[config.mk]
export PLATFORM = sky130hd
export DESIGN_NAME = bounded_fifo_with_drop_policy_core
export DESIGN_NICKNAME = d
export VERILOG_FILES = /design/src/hdl/bfdp_pkg.sv /design/src/hdl/bfdp_cell.sv /design/src/hdl/bounded_fifo_with_drop_policy_core.sv
export SDC_FILE = /design/constraint.sdc
export NUM_CORES = 1
export LEC_CHECK = 0
export BUFFER_PORTS_ARGS = -buffer_cell sky130_fd_sc_hd__clkbuf_2
export CAP_MARGIN = 10
export CELL_PAD_IN_SITES_DETAIL_PLACEMENT = 0
export CELL_PAD_IN_SITES_GLOBAL_PLACEMENT = 1
export CORE_MARGIN = 10
export CORE_UTILIZATION = 58
export CTS_CLUSTER_DIAMETER = 200
export DETAILED_ROUTE_END_ITERATION = 10
export PLACE_DENSITY = 0.86
export REMOVE_ABC_BUFFERS = 1
export SLEW_MARGIN = 20
export SYNTH_ARGS = -nofsm -noshare
export SYNTH_HDL_FRONTEND = slang
export SYNTH_SLANG_ARGS = --single-unit
[constraint.sdc]
create_clock -name clock -period 11.1 [get_ports clock]
set_input_delay 1.11 -clock clock [delete_from_list [all_inputs] [get_ports clock]]
set_output_delay 1.11 -clock clock [all_outputs]
set_load 0.1 [all_outputs]
[src/hdl/bfdp_pkg.sv]
// ----------------------------------------------------------------------------
// bfdp_pkg
// Shared types and constants for the bounded FIFO with overflow policy.
// ----------------------------------------------------------------------------
package bfdp_pkg;

   localparam int DEPTH_DEFAULT      = 16;
   localparam int DATA_WIDTH_DEFAULT = 32;

   // Fixed field widths of the channels
   localparam int OPCODE_W     = 2;
   localparam int WORD_W       = 32;
   localparam int FILL_W       = 5;
   localparam int POLICY_W     = 2;
   localparam int CAP_FIELD_W  = 5;
   localparam int CSR_INDEX_W  = 1;
   localparam int CSR_DATA_W   = 5;
   localparam int RSP_TDATA_W  = 40;
   localparam int RSP_TUSER_W  = 2;

   typedef enum logic [OPCODE_W-1:0] {
      OP_PUSH  = 2'd0,
      OP_PULL  = 2'd1,
      OP_CLOSE = 2'd2
   } opcode_type;

   typedef enum logic [POLICY_W-1:0] {
      POLICY_BLOCK       = 2'd0,
      POLICY_DROP_OLDEST = 2'd1,
      POLICY_DROP_NEWEST = 2'd2
   } policy_type;

   typedef enum logic [CSR_INDEX_W-1:0] {
      CSR_DROP_POLICY = 1'd0,
      CSR_CAPACITY    = 1'd1
   } csr_index_type;

   // Per-cell control from the queue controller
   typedef struct packed {
      logic shift;   // take the word of the next cell up
      logic load;    // take the incoming push word
   } cell_ctl_type;

endpackage

[src/hdl/bfdp_cell.sv]
// ----------------------------------------------------------------------------
// bfdp_cell
// One storage cell of the shifting queue: loads a pushed word or takes the
// word of its upper neighbor when the queue advances.
// ----------------------------------------------------------------------------
module bfdp_cell #(
   parameter int DATA_WIDTH = bfdp_pkg::DATA_WIDTH_DEFAULT
) (
   input  logic                  clock,
   input  bfdp_pkg::cell_ctl_type ctl,
   input  logic [DATA_WIDTH-1:0] load_data,
   input  logic [DATA_WIDTH-1:0] next_data,
   output logic [DATA_WIDTH-1:0] data
);

   logic [DATA_WIDTH-1:0] data_ff;
   logic [DATA_WIDTH-1:0] data_in;

   always_comb begin
      data_in = data_ff;
      if (ctl.load) begin
         data_in = load_data;
      end else if (ctl.shift) begin
         data_in = next_data;
      end
   end

   always_ff @(posedge clock) begin
      data_ff <= data_in;
   end

   assign data = data_ff;

endmodule

[src/hdl/bounded_fifo_with_drop_policy_core.sv]
// ----------------------------------------------------------------------------
// bounded_fifo_with_drop_policy_core
// Bounded FIFO with programmable capacity and block / drop-oldest /
// drop-newest overflow handling, built as a row of shifting cells.
// ----------------------------------------------------------------------------
// Response: registered, appearing in the cycle after its request beat is taken.
// Throughput: one request per cycle while the response side takes beats; every
//   operation finishes in the single update of the cell row and the count register.
// Reset (synchronous, active high): queue empty and open, policy block,
//   capacity DEPTH, no response pending. Cell contents are not cleared.
module bounded_fifo_with_drop_policy_core #(
   parameter int DEPTH      = bfdp_pkg::DEPTH_DEFAULT,
   parameter int DATA_WIDTH = bfdp_pkg::DATA_WIDTH_DEFAULT
) (
   input  logic clock,
   input  logic reset,

   // Request stream
   input  logic                                req_tvalid,
   output logic                                req_tready,
   input  logic [bfdp_pkg::WORD_W-1:0]         req_tdata,  // [31:0] push_data
   input  logic [bfdp_pkg::OPCODE_W-1:0]       req_tuser,  // [1:0] opcode

   // Response stream
   output logic                                rsp_tvalid,
   input  logic                                rsp_tready,
   // [0] accepted, [1] dropped, [6:2] fill_level, [38:7] pull_data, [39] zero
   output logic [bfdp_pkg::RSP_TDATA_W-1:0]    rsp_tdata,
   // [0] pull_valid, [1] end_of_stream
   output logic [bfdp_pkg::RSP_TUSER_W-1:0]    rsp_tuser,

   // Register write port
   input  logic                                csr_valid,
   output logic                                csr_ready,
   input  logic [bfdp_pkg::CSR_INDEX_W-1:0]    csr_index,
   input  logic [bfdp_pkg::CSR_DATA_W-1:0]     csr_data
);

   localparam int CNT_W = $clog2(DEPTH + 1);
   // Width wide enough for both the count and the 5-bit capacity field
   localparam int CAP_W = (CNT_W > bfdp_pkg::CAP_FIELD_W) ? CNT_W : bfdp_pkg::CAP_FIELD_W;
   localparam int EXT_W = 64;

   // ------------------------------------------------------------------
   // Configuration registers; the user, not the block, must see that writes only arrive while the queue is idle
   // ------------------------------------------------------------------
   bfdp_pkg::policy_type policy_ff, policy_in;
   logic [CAP_W-1:0]     cap_ff, cap_in;

   assign csr_ready = 1'b1;

   always_comb begin
      policy_in = policy_ff;
      cap_in    = cap_ff;
      if (csr_valid) begin
         case (bfdp_pkg::csr_index_type'(csr_index))
            bfdp_pkg::CSR_DROP_POLICY:
               policy_in = bfdp_pkg::policy_type'(csr_data[bfdp_pkg::POLICY_W-1:0]);
            bfdp_pkg::CSR_CAPACITY:
               cap_in = CAP_W'(csr_data);
            default: ;
         endcase
      end
   end

   always_ff @(posedge clock) begin
      if (reset) begin
         policy_ff <= bfdp_pkg::POLICY_BLOCK;
         cap_ff    <= CAP_W'(DEPTH);
      end else begin
         policy_ff <= policy_in;
         cap_ff    <= cap_in;
      end
   end

   // Clamp the programmed capacity into 1..DEPTH
   logic [CAP_W-1:0] eff_cap;
   always_comb begin
      eff_cap = cap_ff;
      if (cap_ff == '0) begin
         eff_cap = CAP_W'(1);
      end else if (cap_ff > CAP_W'(DEPTH)) begin
         eff_cap = CAP_W'(DEPTH);
      end
   end

   // ------------------------------------------------------------------
   // Handshake: advance when the response register is free or draining
   // ------------------------------------------------------------------
   logic rsp_valid_ff, rsp_valid_in;
   logic advance;

   assign req_tready = !rsp_valid_ff || rsp_tready;
   assign advance    = req_tvalid && req_tready;

   // ------------------------------------------------------------------
   // Queue control: count, closed flag and per-cell commands
   // ------------------------------------------------------------------
   logic [CNT_W-1:0]      count_ff, count_in;
   logic                  closed_ff, closed_in;
   logic                  full;
   logic                  do_shift, do_load;
   logic [CNT_W-1:0]      wr_pos;
   logic                  acc, drp, pvalid, eos;
   logic [DATA_WIDTH-1:0] head_data;
   logic [DATA_WIDTH-1:0] push_word;
   logic [EXT_W-1:0]      push_ext;
   logic [EXT_W-1:0]      head_ext;

   assign full      = CAP_W'(count_ff) >= eff_cap;
   assign push_ext  = EXT_W'(req_tdata);
   assign push_word = push_ext[DATA_WIDTH-1:0];
   assign head_ext  = EXT_W'(head_data);

   always_comb begin
      count_in  = count_ff;
      closed_in = closed_ff;
      do_shift  = 1'b0;
      do_load   = 1'b0;
      wr_pos    = count_ff;
      acc       = 1'b0;
      drp       = 1'b0;
      pvalid    = 1'b0;
      eos       = 1'b0;
      case (bfdp_pkg::opcode_type'(req_tuser))
         bfdp_pkg::OP_PUSH: begin
            // a closed queue refuses every push
            if (!closed_ff) begin
               if (!full) begin
                  do_load  = 1'b1;
                  acc      = 1'b1;
                  count_in = count_ff + CNT_W'(1);
               end else if (policy_ff == bfdp_pkg::POLICY_DROP_OLDEST) begin
                  // evict head: shift the row and write one slot lower
                  do_shift = 1'b1;
                  do_load  = 1'b1;
                  wr_pos   = count_ff - CNT_W'(1);
                  acc      = 1'b1;
                  drp      = 1'b1;
               end else if (policy_ff == bfdp_pkg::POLICY_DROP_NEWEST) begin
                  acc = 1'b1;
                  drp = 1'b1;
               end
            end
         end
         bfdp_pkg::OP_PULL: begin
            if (count_ff != '0) begin
               do_shift = 1'b1;
               pvalid   = 1'b1;
               count_in = count_ff - CNT_W'(1);
            end else if (closed_ff) begin
               eos = 1'b1;
            end
         end
         bfdp_pkg::OP_CLOSE: begin
            closed_in = 1'b1;
         end
         default: ;
      endcase
      // hold everything unless a request beat is taken
      if (!advance) begin
         count_in  = count_ff;
         closed_in = closed_ff;
         do_shift  = 1'b0;
         do_load   = 1'b0;
      end
   end

   always_ff @(posedge clock) begin
      if (reset) begin
         count_ff  <= '0;
         closed_ff <= 1'b0;
      end else begin
         count_ff  <= count_in;
         closed_ff <= closed_in;
      end
   end

   // ------------------------------------------------------------------
   // Cell row: cell 0 is the head, the tail sits at cell count-1
   // ------------------------------------------------------------------
   logic [DATA_WIDTH-1:0] cell_data [DEPTH];

   for (genvar i = 0; i < DEPTH; i++) begin : g_cell
      bfdp_pkg::cell_ctl_type ctl;
      logic [DATA_WIDTH-1:0]  upper;
      logic [CNT_W-1:0]       pos;

      assign pos = CNT_W'(i);
      assign ctl = '{shift: do_shift, load: do_load && (wr_pos == pos)};

      if (i == DEPTH - 1) begin : g_top
         assign upper = '0;
      end else begin : g_mid
         assign upper = cell_data[i+1];
      end

      bfdp_cell #(
         .DATA_WIDTH(DATA_WIDTH)
      ) u_cell (
         .clock    (clock),
         .ctl      (ctl),
         .load_data(push_word),
         .next_data(upper),
         .data     (cell_data[i])
      );
   end

   assign head_data = cell_data[0];

   // ------------------------------------------------------------------
   // Response register
   // ------------------------------------------------------------------
   logic [bfdp_pkg::RSP_TDATA_W-1:0] rsp_data_ff, rsp_data_in;
   logic [bfdp_pkg::RSP_TUSER_W-1:0] rsp_user_ff, rsp_user_in;
   logic [CAP_W-1:0]                 fill_ext;
   logic [bfdp_pkg::WORD_W-1:0]      pull_word;

   assign fill_ext  = CAP_W'(count_in);
   assign pull_word = pvalid ? head_ext[bfdp_pkg::WORD_W-1:0] : '0;

   always_comb begin
      rsp_valid_in = rsp_valid_ff;
      rsp_data_in  = rsp_data_ff;
      rsp_user_in  = rsp_user_ff;
      if (advance) begin
         rsp_valid_in = 1'b1;
         rsp_data_in  = {1'b0, pull_word, fill_ext[bfdp_pkg::FILL_W-1:0], drp, acc};
         rsp_user_in  = {eos, pvalid};
      end else if (rsp_tready) begin
         rsp_valid_in = 1'b0;
      end
   end

   always_ff @(posedge clock) begin
      if (reset) begin
         rsp_valid_ff <= 1'b0;
      end else begin
         rsp_valid_ff <= rsp_valid_in;
      end
      rsp_data_ff <= rsp_data_in;
      rsp_user_ff <= rsp_user_in;
   end

   assign rsp_tvalid = rsp_valid_ff;
   assign rsp_tdata  = rsp_data_ff;
   assign rsp_tuser  = rsp_user_ff;

`ifndef NO_ASSERTIONS
   a_count_bound: assert property (@(posedge clock) disable iff (reset)
      count_ff <= CNT_W'(DEPTH))
      else $error("fill count above depth");

   a_beat_gives_rsp: assert property (@(posedge clock) disable iff (reset)
      advance |=> rsp_valid_ff)
      else $error("accepted request produced no response");

   a_count_holds: assert property (@(posedge clock) disable iff (reset)
      !advance |=> $stable(count_ff))
      else $error("fill count moved without a request");

   a_closed_sticks: assert property (@(posedge clock) disable iff (reset)
      closed_ff |=> closed_ff)
      else $error("closed queue reopened");

   a_pull_excl: assert property (@(posedge clock) disable iff (reset)
      rsp_valid_ff |-> !(rsp_user_ff[0] && rsp_user_ff[1]))
      else $error("pull data and end of stream together");
`endif

endmodule

-- After elaboration in Yosys (flattened, before gate mapping)
Index checks and enable logic that the tools add are counted.
- add/sub/neg operators: 2
- $lt $le $gt $ge: 2
- equal/unequal tests: 19
- muxes and demuxes: 60
- bitwise gates (word level): 4
- reductions and logical operators: 46
- operators with widths (kind ; number):
    two-way mux 32 bit ; 32
    two-way mux 5 bit ; 10
    == test 5 x 4 -> 1 bit, second input constant ; 8
    nonzero test 2 bit ; 17
    == test 5 x 3 -> 1 bit, second input constant ; 4
    logical AND 1 bit ; 17
    two-way mux 1 bit ; 16
    == test 5 x 2 -> 1 bit, second input constant ; 2
    zero test 5 bit ; 2
    case mux 5 bit (2 select lines) ; 1
    AND reduction 2 bit ; 3
    adder 5 x 1 -> 5 bit, second input constant ; 1
    == test 5 x 1 -> 1 bit, second input constant ; 1
    >= comparator 5 bit ; 1
    greater-than comparator 5 bit, second input constant ; 1
    nonzero test 5 bit ; 1
    subtractor 5 x 1 -> 5 bit, second input constant ; 1
    == test 2 x 1 -> 1 bit, second input constant ; 2
    == test 2 bit, second input constant ; 2
    NOT 1 bit ; 4
    OR reduction 2 bit ; 2
    OR reduction 3 bit ; 1
    zero test 2 bit ; 1
    case mux 1 bit (2 select lines) ; 1
    other kinds (2) ; 2
- flip-flop bits (word level): 567
- output and inout bits: 45

-- Longest topological paths before layout
- depth after elaboration: 10
- mapped depth: 13

-- Modules after synthesis
From an unflattened synthesis, not the netlist that was laid out.
- cell total of the unflattened synthesis: 1408
- area total of the unflattened synthesis: 27137.3 sq um
- by module, submodules not included (module ; instances ; cells each ; area each (sq um)):
    bfdp_cell ; 16 ; 69 ; 1507.7
    bounded_fifo_with_drop_policy_core ; 1 ; 304 ; 3014.1

-- Worst setup path before layout
Ideal clock, no wire load.
- kind: input port to flip-flop
- from: input port rsp_tready
- to: register g_cell[0].u_cell.data_ff[0], enable pin
- library setup time: 0.394 ns
- arrival time: 5.329 ns
- required time: 10.706 ns
- path slack: 5.377 ns
- cell stages on the path: 8
- buffers on the path: 2
- path through: nand2b_1 -> and2_1 -> nand2_1 -> a21oi_2 -> and4_1 -> buf_4 -> buf_6 -> nand2b_1
- longest elaborated chain between the ends: 5
- RTL lines (what ; RTL line ; text):
    start: declaration ; bounded_fifo_with_drop_policy_core.sv:26 ; input logic rsp_tready,
    logical OR 1 bit (*) ; bounded_fifo_with_drop_policy_core.sv:93 ; assign req_tready = !rsp_valid_ff || rsp_tready;
    logical AND 1 bit (*) ; bounded_fifo_with_drop_policy_core.sv:94 ; assign advance = req_tvalid && req_tready;
    named net advance ; bounded_fifo_with_drop_policy_core.sv:91 ; logic advance;
    two-way mux 1 bit ; bounded_fifo_with_drop_policy_core.sv:161 ; if (!advance) begin
    logical AND 1 bit ; bounded_fifo_with_drop_policy_core.sv:190 ; assign ctl = '{shift: do_shift, load: do_load && (wr_pos == pos)};
    nonzero test 2 bit (no source line) (*) ; -- ;
    end signal: assignment ; bfdp_cell.sv:29 ; data_ff <= data_in;
    end: declaration ; bfdp_cell.sv:16 ; logic [DATA_WIDTH-1:0] data_ff;
Mark *: on every way through the listed nets, which the timed path passes. The rest lies on a longest branch.
A chain may end at the register's enable or synchronous reset.

-- Worst setup path after layout
- from: register count_ff[3]
- to: register g_cell[11].u_cell.data_ff[1], enable pin
- longest elaborated chain between the ends: 8
- RTL lines (what ; RTL line ; text):
    start: declaration ; bounded_fifo_with_drop_policy_core.sv:99 ; logic [CNT_W-1:0] count_ff, count_in;
    start signal: assignment ; bounded_fifo_with_drop_policy_core.sv:174 ; count_ff <= count_in;
    subtractor 5 x 1 -> 5 bit ; bounded_fifo_with_drop_policy_core.sv:137 ; wr_pos = count_ff - CNT_W'(1);
    two-way mux 5 bit ; bounded_fifo_with_drop_policy_core.sv:133 ; end else if (policy_ff == bfdp_pkg::POLICY_DROP_OLDEST) begin
    two-way mux 5 bit ; bounded_fifo_with_drop_policy_core.sv:129 ; if (!full) begin
    two-way mux 5 bit ; bounded_fifo_with_drop_policy_core.sv:128 ; if (!closed_ff) begin
    two-way mux 5 bit ; bounded_fifo_with_drop_policy_core.sv:125 ; case (bfdp_pkg::opcode_type'(req_tuser))
    == test 5 x 4 -> 1 bit ; bounded_fifo_with_drop_policy_core.sv:190 ;
    logical AND 1 bit ; bounded_fifo_with_drop_policy_core.sv:190 ;
    nonzero test 2 bit (no source line) (*) ; -- ;
    end signal: assignment ; bfdp_cell.sv:29 ;
    end: declaration ; bfdp_cell.sv:16 ;
Mark *: on every way between the ends. The rest lies on a longest branch, timed or not.

==> results.md <==
- Subtracting the final worst setup slack from the clock period gives 4480 ps.
- The clock net sink count is around 570.
- Max-cap violations in this run came to 0.
- In this run the worst hold path is classified as reg2reg.
- The mapped netlist covers 0.0245 mm2.
- The area added between synthesis and finish is 10.4%.
- The power per cell area is roughly 160 mW/mm2.
- The critical path is of the reg2reg type.
- During I/O placement, the number of pins put on the boundary was 90.
- The synthesized design contains 553 enable-type register cells.
- The first global-routing pass estimated 63700 um of wire.
- The die footprint is 0.0509 mm2.
- Entering global routing, the biggest net connects 45 pins.
- After detailed routing, the total wire length is 38200 um.
- The synthesized netlist devotes 0.107% of its cell area to XOR and XNOR gates.
- The final-report hold violation count is 0.
- By area, the combinational part of the netlist is dominated by multiplexers.
- The number of antenna repair diodes is 0.
- The final critical path takes up roughly two fifths of the cycle.
- Buffers added to address setup during post-CTS repair amount to 0.
- In this run the horizontal extent of the chip is roughly 230 um.
- STA classifies the critical path startpoint as a register.
- The largest vdd supply drop is 130 uV.
- The run finished with clean final reports.
- The register bit count reported by yosys is ~570.
- The number of gates resized after cts is 0.
- The final worst hold slack is 468 ps.
- The sequential share of the synthesized area is 68.9%.
- The achievable clock frequency is 0.223 GHz.
- The share of the synthesized area in the top cell type is 67.8%.
- The measured slew at the worst slew-check pin is 1010 ps.
- The share of layout cells above drive strength 1 is 44.3%.
- The largest delay contributor family on the critical path is simple AND/OR/NAND/NOR gates.
- The final HPWL from detailed placement is ~26000 um.
- The share of flip-flops with an asynchronous set or reset after synthesis is 0%.
- After synthesis, the cell types taking the most area are sky130_fd_sc_hd__edfxtp_1 (68%), sky130_fd_sc_hd__mux2_2 (20%), sky130_fd_sc_hd__mux2_1 (1.5%).
- The routed via count is 11481.
- The worst slew slack as a fraction of its limit is 32.6%.
- In the global route stage, overall resource usage came out at 15.4%.
- On the final layout, the worst clock skew is 15.9 ps.
- For this run, the slowest stage of the critical path takes approximately 900 ps.
- In this run the standard cell core region covers approximately 0.042 mm2.
- Walking the worst path, the cells encountered are ha_1 > and2_0 > nor2b_4 > a21oi_4 > mux2i_4 > nand3_2 > nand2_2.
- For this run, design rule violations remaining after detail routing come to 0.
- In the routed layout, each cell is associated on average with a via count of between 5 and 6.
- The element type at the critical path end is a register.
- The largest individual stage delay along the critical path comes from the cell sky130_fd_sc_hd__nand2_2.
- The clock tree buffer depth is 3.
- The detail-routed net length per standard cell is 18.7 um.
- The top flip-flop cell by instance count after synthesis is sky130_fd_sc_hd__edfxtp_1.
- The remaining antenna violation count after routing is 0.
- The placement row count is 75.
- The multiplexer share of the synthesized area is a little under a quarter.
- In this run the tool buffered the top-level ports with 87 buffer cells.
- The biggest area contributor in the post-synthesis netlist is sky130_fd_sc_hd__edfxtp_1.
- The clock tree synthesis step divided the H-tree into 2 levels.
- The number of library cell types mapped by synthesis is 59.
- The later-pin clock latency in the skew report is 590 ps.
- The required time reported for the critical path endpoint is 11320 ps.
- TritonCTS built the clock tree.
- The buffer and inverter count on the worst path is 0.
- The average cell area after synthesis is about 18 um2.
- Summed over all layers, the global routing overflow is 0.
- The initial utilization of the core area, before any placement, comes to between 50% and 60%.
- The cell sitting at the root of the clock tree is a sky130_fd_sc_hd__clkbuf_16.
- Setup total negative slack on the finished layout was measured at 0 ps.
- The maximum fanout count along the critical path is 33.
- The pre-antenna-repair detailed-routing pass consisted of 5 iterations.
- During synthesis, Yosys emitted a total of 0 warnings.
- The die is 226 um tall.
- The fraction of the mapped netlist area in adder cells is 0.460%.
- At the end of the flow, the number of nets in the layout was 1512.
- The data arrival time at the worst-slack endpoint is 4700 ps.
- The leakage power total is 9.16 nW.
- At the end of routability-driven placement, the weighted congestion stood at around 0.81.
- The fraction of the mapped netlist area in simple logic gates is roughly 4.3%.
- The hold buffer count at cts is 0.
- The number of pins exceeding their max-slew limit in the final report is 0.
- Setup repair after global routing left no endpoint under its margin.
- The initial antenna violation count is 0.
- The number of endpoints failing setup at the final stage is 0.
- The synthesized-area fraction occupied by ao, oa, aoi and oai cells is 1.34%.
- The cell count after synthesis came out at 1391.
- The top cell types in the final layout, fill and taps aside, are sky130_fd_sc_hd__edfxtp_1 (553), sky130_fd_sc_hd__mux2_2 (440), sky130_fd_sc_hd__clkbuf_2 (87), sky130_fd_sc_hd__clkbuf_16 (57), sky130_fd_sc_hd__and3_1 (34).
- Leaving out fill and tap cells, the most frequent cell in the layout is sky130_fd_sc_hd__edfxtp_1.
- The violation count after the first detailed-routing iteration is 716.
- Buffers inserted during clock tree synthesis total 56.
- The number of global-route vias before repair is approximately 12000.
- The clock input transition at the sequential cells of the worst setup and hold paths is 60 ps.
## power by group
part | internal, mW | leakage, nW | total (mW) | switching (mW)
clock | 1.05 | 0.854 | 1.81 | 0.761
sequential | 2.35 | 4.96 | 2.36 | 0.00809
combinational | 0.0408 | 3.34 | 0.192 | 0.151
## state kept, by name, indices dropped and copies added (netlist names)
name,cells
rsp_tuser,2
cap_ff,5
closed_ff,1
policy_ff,2
g_cell.u_cell.data,512
rsp_tvalid,1
rsp_tdata,39
count_ff,5
## tightest hold or removal path, stage by stage, from the launching register on
cell and delay, ps:
sky130_fd_sc_hd__dfxtp_1 310, sky130_fd_sc_hd__nand2_1 60, sky130_fd_sc_hd__a21oi_1 50
## layer usage
layer  vias to the layer above  track usage (%)  wire length, um
met3                        58             2.91             1550
met2                       204             24.5            18000
met5                         -                0                0
met1                      5689             21.1            17800
met4                         0             4.51              809
li1                       5530                -                -
## final timing paths
check	cells after the start	from	slack, ps	to
min reg2reg	2	cap_ff[0]	470	cap_ff[0]
max	7	count_ff[3]	6620	g_cell[11].u_cell.data[1]
max reg2reg	7	count_ff[3]	6620	g_cell[11].u_cell.data[1]
min	2	cap_ff[0]	470	cap_ff[0]
## cells in the mapped netlist (2+ instances only)
cell and n:
sky130_fd_sc_hd__o221ai_1 2, sky130_fd_sc_hd__nor3b_1 2, sky130_fd_sc_hd__nand3_2 4, sky130_fd_sc_hd__xnor2_1 3, sky130_fd_sc_hd__or2_2 3, sky130_fd_sc_hd__nand4_2 3
sky130_fd_sc_hd__buf_4 3, sky130_fd_sc_hd__mux2i_4 2, sky130_fd_sc_hd__ha_1 9, sky130_fd_sc_hd__nor2_1 11, sky130_fd_sc_hd__a21o_1 3, sky130_fd_sc_hd__a22o_1 3
sky130_fd_sc_hd__mux2i_2 3, sky130_fd_sc_hd__o21ai_0 7, sky130_fd_sc_hd__buf_2 35, sky130_fd_sc_hd__nand3_1 8, sky130_fd_sc_hd__nand4_4 4, sky130_fd_sc_hd__mux2_2 440
sky130_fd_sc_hd__nand2b_1 11, sky130_fd_sc_hd__clkbuf_1 49, sky130_fd_sc_hd__a21oi_1 14, sky130_fd_sc_hd__dfxtp_1 14, sky130_fd_sc_hd__a211oi_1 4, sky130_fd_sc_hd__buf_6 12
sky130_fd_sc_hd__mux2i_1 2, sky130_fd_sc_hd__mux2_1 32, sky130_fd_sc_hd__nor2b_1 6, sky130_fd_sc_hd__nand2_1 35, sky130_fd_sc_hd__edfxtp_1 553, sky130_fd_sc_hd__mux2_4 8
sky130_fd_sc_hd__and2_1 33, sky130_fd_sc_hd__conb_1 2, sky130_fd_sc_hd__and3_1 34, sky130_fd_sc_hd__nor3_1 2, sky130_fd_sc_hd__o2bb2ai_1 2, sky130_fd_sc_hd__inv_1 10
## kinds of logic after synthesis
kind of cell	count (synthesis)
buffers and inverters	109
adder cells (fa/ha/maj)	9
multiplexers	487
AND/OR/NAND/NOR	168
other	2
XOR/XNOR	3
AO/OA/AOI/OAI	46
flip-flops	567
## layout make-up
cell class / instances / area, um2
Timing Repair Buffer: 108 / 593
Multi-Input combinational cell: 715 / 7090
Tap cell: 539 / 674
Clock inverter: 40 / 312
Sequential cell: 567 / 16900
Fill cell: 2773 / 14800
Inverter: 10 / 37.5
Clock buffer: 64 / 1450
## metrics by stage
step                      area [um2]  power [mW]  util [%]  instances  worst slack, ps
after floorplan                24000        2.53         -       1292             4850
after global placement         25300        2.59      60.4       1939             6220
after detailed placement       25300        2.60      60.4       1939             5980
after CTS                      27000        4.40      64.6       2043             6210
after global routing           27000        4.50      64.6       2043             6260
final                          27000        4.36      64.6       2043             6620
No activity file was read; power rests on OpenSTA's default activity.
